### config.mk
export PLATFORM = sky130hd
export DESIGN_NAME = pmm_round
export DESIGN_NICKNAME = d
export VERILOG_FILES = /design/src/rtl/core/pmm_pkg.sv /design/src/rtl/core/pmm_round.sv
export SDC_FILE = /design/constraint.sdc
export NUM_CORES = 2
export LEC_CHECK = 0
export BUFFER_PORTS_ARGS = -buffer_cell sky130_fd_sc_hd__buf_4
export CAP_MARGIN = 20
export CORE_UTILIZATION = 30
export DETAILED_ROUTE_END_ITERATION = 16
export PLACE_DENSITY = 0.55
export SLEW_MARGIN = 20
export SYNTH_ARGS = -nofsm -noshare
export SYNTH_HDL_FRONTEND = slang
export SYNTH_SLANG_ARGS = --single-unit
export TNS_END_PERCENT = 30
### constraint.sdc
create_clock -name i_clk -period 14.8 [get_ports i_clk]
set_clock_uncertainty 0.15 [all_clocks]
set_input_delay 2.22 -clock i_clk [delete_from_list [all_inputs] [get_ports i_clk]]
set_output_delay 2.22 -clock i_clk [all_outputs]
set_load 0.01 [all_outputs]
### src/rtl/core/pmm_pkg.sv
// shared constants, prime table and rotate helper for the multiplicative mixer
// no dependencies; used by pmm_round and prime_multiply_mix64

package pmm_pkg;

    localparam int WORD_W     = 64;
    localparam int HALF_W     = WORD_W / 2;
    localparam int NUM_ROUNDS = 64;
    localparam int SRC_ROT    = 13;
    localparam int TAB_DEPTH  = 2 * NUM_ROUNDS;

    typedef logic [WORD_W-1:0] t_word;
    typedef logic [HALF_W-1:0] t_half;

    // two candidate primes per round, odd entry taken when the source bit is set
    localparam t_word PRIME_TAB [TAB_DEPTH] = '{
        64'd2985113428254948959, 64'd2133371973447287789, 64'd9566925003104080411,
        64'd6083414080430737261, 64'd3191658566037706763, 64'd6913367267901031997,
        64'd3051762490125913007, 64'd4496279044463191703, 64'd2879325911889076339,
        64'd1685450054146532617, 64'd3665492224534333199, 64'd5457405118009752311,
        64'd9603674174905975319, 64'd5115570615370213399, 64'd2085406057152991381,
        64'd3944123521248288751, 64'd7068318273059084621, 64'd9757209530458778617,
        64'd4605875306346355289, 64'd6173263078309968247, 64'd7762991333463966857,
        64'd9020426977113888977, 64'd7479023155365493211, 64'd1106308364738794853,
        64'd6407388572493574733, 64'd2575377960084637447, 64'd3570804859728957167,
        64'd9744215084471400349, 64'd5786617550671126231, 64'd3349473746601511027,
        64'd4095923646587284861, 64'd9337574612835542873, 64'd3860411135543820653,
        64'd6490253556739218821, 64'd8764900392399904901, 64'd3339372363887497583,
        64'd6577701767928311429, 64'd9172672799009443051, 64'd2788564470716716463,
        64'd7776210437768060567, 64'd9071396938031495159, 64'd5357072389526583433,
        64'd6633238451589839561, 64'd6234713344370965483, 64'd1756087432259377561,
        64'd3210111471103586737, 64'd2408295824875360559, 64'd8027800137025286071,
        64'd1345382896972678691, 64'd9079595888451204607, 64'd6556450002823963531,
        64'd7301373103704944939, 64'd1213337252585919101, 64'd8574942160927332881,
        64'd8566185364500201241, 64'd6910045784078487233, 64'd2298581249625702883,
        64'd2596136803677419831, 64'd8990581036371057601, 64'd3046889204803159003,
        64'd6864701819024214703, 64'd9142639517683050829, 64'd3257525145999184439,
        64'd5916350576516314903, 64'd1991008946812235681, 64'd5221054210441722691,
        64'd4658950185140640559, 64'd7616154792906075869, 64'd3789735489826889479,
        64'd6040491638497194979, 64'd4531551599015040559, 64'd8347022247974757701,
        64'd5867558032219360441, 64'd4346307676337591453, 64'd1905346606445378533,
        64'd7219759323757378847, 64'd8561163821217102983, 64'd6227762971465314193,
        64'd1778354250598502561, 64'd5435722899178511549, 64'd7859180386742822047,
        64'd3610133528213982527, 64'd4577787558750808879, 64'd3974497005134013109,
        64'd3241288686894948329, 64'd3206546850542044487, 64'd2621128575668534623,
        64'd6945339563322422683, 64'd2086055779082649859, 64'd9237096783908108657,
        64'd1916568609042647407, 64'd8362781431934621017, 64'd6122543372115730003,
        64'd6200399818195771541, 64'd1259180073496439959, 64'd4347405785030416513,
        64'd4385862544209720253, 64'd5836562284002027449, 64'd3121678407354608831,
        64'd4319136453194505203, 64'd9085838656424873461, 64'd5448516463713100871,
        64'd4520015808866767003, 64'd2892328915328607301, 64'd3897908110284010777,
        64'd6252018905800065119, 64'd3278710975885668139, 64'd2623408458547857527,
        64'd3055342605008846819, 64'd5255646576194862401, 64'd5611094629836787733,
        64'd3296996236992951511, 64'd3283558997806116761, 64'd2823396471863459119,
        64'd9572308265712226037, 64'd8290430615658140401, 64'd2621246478142939039,
        64'd1300291691995934101, 64'd1143863624227711889, 64'd6789671898597272039,
        64'd1593529243588418053, 64'd6573565795099723367, 64'd7154224095543629129,
        64'd2355509713379653547, 64'd7691022839137400143, 64'd2727794217173953619,
        64'd8541344794240933387, 64'd6490328854741497349
    };

    // rotate left; amount is a constant at every use, so this is wiring
    function automatic t_word rotl(input t_word v, input int unsigned n);
        logic [2*WORD_W-1:0] d;
        d = {v, v} << (n % WORD_W);
        return d[2*WORD_W-1:WORD_W];
    endfunction

endpackage

### src/rtl/core/pmm_round.sv
// one mixing round: partial products stage, then product reduce stage
// depends on pmm_pkg for the prime table and rotate helper

module pmm_round #(
    parameter int ROUND = 0
) (
    input  logic                 i_clk,
    input  logic                 i_rst_n,
    input  logic                 i_valid,
    input  pmm_pkg::t_word       i_prod,
    input  pmm_pkg::t_word       i_snk,
    input  pmm_pkg::t_word       i_src,
    output logic                 o_valid,
    output pmm_pkg::t_word       o_prod,
    output pmm_pkg::t_word       o_snk,
    output pmm_pkg::t_word       o_src
);
    import pmm_pkg::*;

    localparam int    ROT_CUR    = (SRC_ROT * (ROUND + 1)) % WORD_W;
    localparam int    ROT_PREV   = (SRC_ROT * ROUND) % WORD_W;
    localparam t_word PRIME_EVEN = PRIME_TAB[2 * ROUND];
    localparam t_word PRIME_ODD  = PRIME_TAB[2 * ROUND + 1];
    localparam logic  ADD_PREV   = (ROUND != 0);

    t_word src_cur;
    t_word src_prev;
    t_word mul_a;
    t_word mul_b;
    t_word n_ll;
    t_half n_lh;
    t_half n_hl;
    t_word n_m_snk;

    logic  r_m_valid;
    t_word r_ll;
    t_half r_lh;
    t_half r_hl;
    t_word r_m_snk;
    t_word r_m_src;

    t_half cross_sum;
    t_word n_prod;

    logic  r_a_valid;
    t_word r_prod;
    t_word r_snk;
    t_word r_src;

    // source rotation stays implicit: the original word travels, taps are fixed wiring
    assign src_cur  = rotl(i_src, ROT_CUR);
    assign src_prev = rotl(i_src, ROT_PREV);
    assign mul_a    = rotl(i_prod, ROUND);
    assign mul_b    = src_cur[0] ? PRIME_ODD : PRIME_EVEN;

    // low 64 bits of the product from three 32x32 partials
    assign n_ll = mul_a[HALF_W-1:0] * mul_b[HALF_W-1:0];
    assign n_lh = mul_a[HALF_W-1:0] * mul_b[WORD_W-1:HALF_W];
    assign n_hl = mul_a[WORD_W-1:HALF_W] * mul_b[HALF_W-1:0];

    // previous round's sink contribution is added here, alongside the multiply
    assign n_m_snk = i_snk + (ADD_PREV ? (i_prod ^ src_prev) : '0);

    always_ff @(posedge i_clk) begin
        if (!i_rst_n) begin
            r_m_valid <= 1'b0;
        end else begin
            r_m_valid <= i_valid;
        end
        r_ll    <= n_ll;
        r_lh    <= n_lh;
        r_hl    <= n_hl;
        r_m_snk <= n_m_snk;
        r_m_src <= i_src;
    end

    assign cross_sum = r_lh + r_hl;
    assign n_prod    = r_ll + {cross_sum, {HALF_W{1'b0}}};

    always_ff @(posedge i_clk) begin
        if (!i_rst_n) begin
            r_a_valid <= 1'b0;
        end else begin
            r_a_valid <= r_m_valid;
        end
        r_prod <= n_prod;
        r_snk  <= r_m_snk;
        r_src  <= r_m_src;
    end

    assign o_valid = r_a_valid;
    assign o_prod  = r_prod;
    assign o_snk   = r_snk;
    assign o_src   = r_src;

`ifndef ASSERT_OFF
    a_snk_carry: assert property (@(posedge i_clk) disable iff (!i_rst_n)
        $past(i_rst_n) && $past(r_m_valid) |-> (r_snk == $past(r_m_snk)))
        else $error("sink word corrupted in round");

    a_valid_step: assert property (@(posedge i_clk) disable iff (!i_rst_n)
        $past(i_rst_n) |-> (r_a_valid == $past(r_m_valid)))
        else $error("valid bit dropped or invented between round stages");

    a_src_carry: assert property (@(posedge i_clk) disable iff (!i_rst_n)
        $past(i_rst_n) && $past(r_m_valid) |-> (r_src == $past(r_m_src)))
        else $error("source word corrupted in round");
`endif

endmodule

==> out/qor.csv <==
metric,value,unit
run status,"complete, no violations",
GRT Total Usage,19.6,%
Iteration-0 DRC Markers,2917,
actual transition at the worst max-transition pin,1.11,ns
clock insertion delay at the later pin of the skew report,0.68,ns
worst rel slew slack,24.1,%
Max Clock Freq,0.0869,GHz
type of origin of the critical path,primary input,
Synth Instances,5788,
standard cell core area,198000,um2
delay of the slowest critical-path stage,0.80,ns
effective utilization at floorplan,30.3,%
area added between synthesis and finish,13.4,%
mapped cell area,60000,um2
Routability Congestion,0.983,
post-synthesis cell type with the largest combined area,fa_1,
part of the cycle the worst path needs,77.7,%
"Primary FF master, synth",dfxtp_1,
final slew viol count,0,
Critical Path Sink Type,flop,
cell types with the largest area share after synthesis,"fa_1 42%, ha_1 16%, dfxtp_1 15%",
total count of hold-check failures in the final report,0,
total number of vias,40100,
share of the synthesized area in the top cell type,42.3,%
total of cells resized after clock tree synthesis,0,
setup repair after global routing missed its margin,no,
data arrival time of the critical path,11.94,ns
number of global-route vias before repair,44000,
mean instance size in the synthesized netlist,10.4,um2
max-cap violation count,0,
cell type of the slowest stage on the worst timing path,nor2_1,
WP data required,15.24,ns
crit path kind,primary input to flop,
number of unique standard cell types used by synthesis,78,
maximum buffer depth of the clock tree,3,
first-pass GRT wire length,289000,um
clock transition time at the flip-flop clock pins of the worst setup and hold paths,0.06,ns
number of synthesized flops with an enable pin,0,
quantity of I/O buffers inserted on ports,387,
nets,8454,
wire length reported by the detailed router,194000,um
mean routed wirelength per cell,21.8,um
DRT Pass-1 Iters,6,
total number of H-tree levels,2,
number of failing setup endpoints in the final timing report,0,
residual overflow from global routing,0,
maximum number of pins on one net before global-route repair,64,
Chip Height,449,um
post-synthesis mux area share,0.104,%
DP Wirelength,172000,um
clock sinks,450,
most frequent CP cell,fa_1,
ys async rst share,0,%
total clock buffers created by CTS,52,
minimum clock period after layout,11.50,ns
number of vias per cell after detailed routing,4.50,
total setup buffers inserted after CTS,0,
"basic-gate share of the synthesized area counting and, or, nand and nor cells",5.09,%
main combinational cell family by area after synthesis,adder cells,
Post-Place Setup Slack,2.72,ns
Final Worst Setup Slack,3.30,ns
Antenna Violating Nets Remaining,0,
maximum net fanout on the critical path,50,
register bit total from synthesis,450,
number of rows in the core area,163,
clock root buffer,clkbuf_16,
TritonCTS clock tree,built,
count of unresolved DRC violations after routing,0,
sequential fraction of the synthesis area,15.0,%
Die Wd,449,um
antenna violations before repair,7,
fraction of final layout cells with drive strength greater than 1,8.79,%
number of inserted diodes,0,
fraction of the mapped netlist area in adder cells,58.4,%
Fin Setup TNS,0,ns
xor/xnor cell area share of the yosys netlist,4.37,%
die area,202000,um2
Min-Delay Path Class,flop to flop,
Synth Area in Compound Gates,5.70,%
Post-CTS Hold Buffers,0,
count of pins on the block boundary,388,
count of yosys warnings during synthesis,0,
[layout by cell type, fill, tap and decap left out, drive strengths merged, types with 5 or more instances in the layout]
master    synthesis  layout
inv            1738    1745
fa             1266    1266
ha              770     770
dfxtp           450     450
buf               4     401
xnor2           230     230
nor2            205     205
nand2           194     194
a21oi           173     173
o21ai           107     107
a21o             96      96
nand2b           71      71
xor2             69      69
clkbuf           61      61
conb              2      47
or2              31      31
o21a             30      30
and2             30      30
nor3             28      28
nand3            27      27
clkinv            8      26
o21bai           25      25
nor2b            24      24
a211oi           19      19
nand4            16      16
and3             12      12
a31oi             8       8
clkinvlp          0       7
a2111oi           7       7
o211ai            6       6
a211o             6       6
o2111ai           5       5
a41oi             5       5
o31ai             5       5
[worst max-delay path: cells and delay by family]
| kind | cells | cell delay, ns |
|---|---|---|
| adders and majority gates | 9 | 3.97 |
| AOI/OAI and AO/OA | 7 | 2.42 |
| xor gates and xnor gates | 3 | 0.53 |
| buffers and inverters | 6 | 0.90 |
| and+or+nand+nor | 5 | 1.77 |
[state kept, by name, indices dropped and copies added, names as in the netlist]
register and flops:
r_m_valid 1, o_valid 1, o_src 64, r_m_snk 64, o_snk 64, o_prod 64, r_lh 32, r_ll 64
r_m_src 64, r_hl 32
[synth_stat cells (all sizes together), types with 27 or more instances]
cell type,instances
a21o,96
fa,1266
nor3,28
nand2b,71
dfxtp,450
nor2,205
nand3,27
clkbuf,61
o21a,30
xnor2,230
xor2,69
or2,31
ha,770
o21ai,107
and2,30
a21oi,173
nand2,194
inv,1738
[metal layers]
layer / wire length [um] / GRT usage, %
met2: 89200 / 31.5
met5: 36 / 0
met3: 11600 / 3.12
met1: 83700 / 26.0
met4: 9400 / 8.30
[area by class of cell]
type                    instances  area, um2
multi-input cells            3572      44300
clock inverters                36        415
repair buffers                401       3010
clock buffers                  61       1400
flip-flops and latches        450       9010
fillers                     20200     130000
well taps                    2640       3300
inverters                    1746       6550
[logic make-up (layout without fill, tap and decap cells)]
| logic type | Yosys count | after routing |
|---|---|---|
| fa+ha+maj | 2038 | 2038 |
| simple gates | 654 | 654 |
| xor+xnor | 299 | 299 |
| buf+inv | 1811 | 2244 |
| flops | 450 | 450 |
| mux | 6 | 6 |
| compound gates | 528 | 528 |
| other cells | 2 | 47 |
[worst paths after layout]
check	start	end	slack [ns]	depth (start not counted)
worst min-delay path	r_m_src[43]	o_src[43]	0.14	0
worst max-delay path	i_src[51]	r_ll[59]	3.30	30
worst max register to register	r_lh[3]	o_prod[62]	8.54	20
worst min register to register	r_m_src[43]	o_src[43]	0.14	0
[through the flow]
step	instances	hold slack (ns)	instance area (um2)	utilization, %
2_1_floorplan	5833	0.160	60100	-
3_3_place_gp	8809	0.160	66200	33.4
3_5_place_dp	8809	0.162	66200	33.4
4_1_cts	8906	0.130	68000	34.3
5_1_grt	8906	0.145	68000	34.3
6_report	8906	0.141	68000	34.3
Power is not shown: default switching activity piles up to over one toggle a cycle in this logic, so the estimate is an artifact.
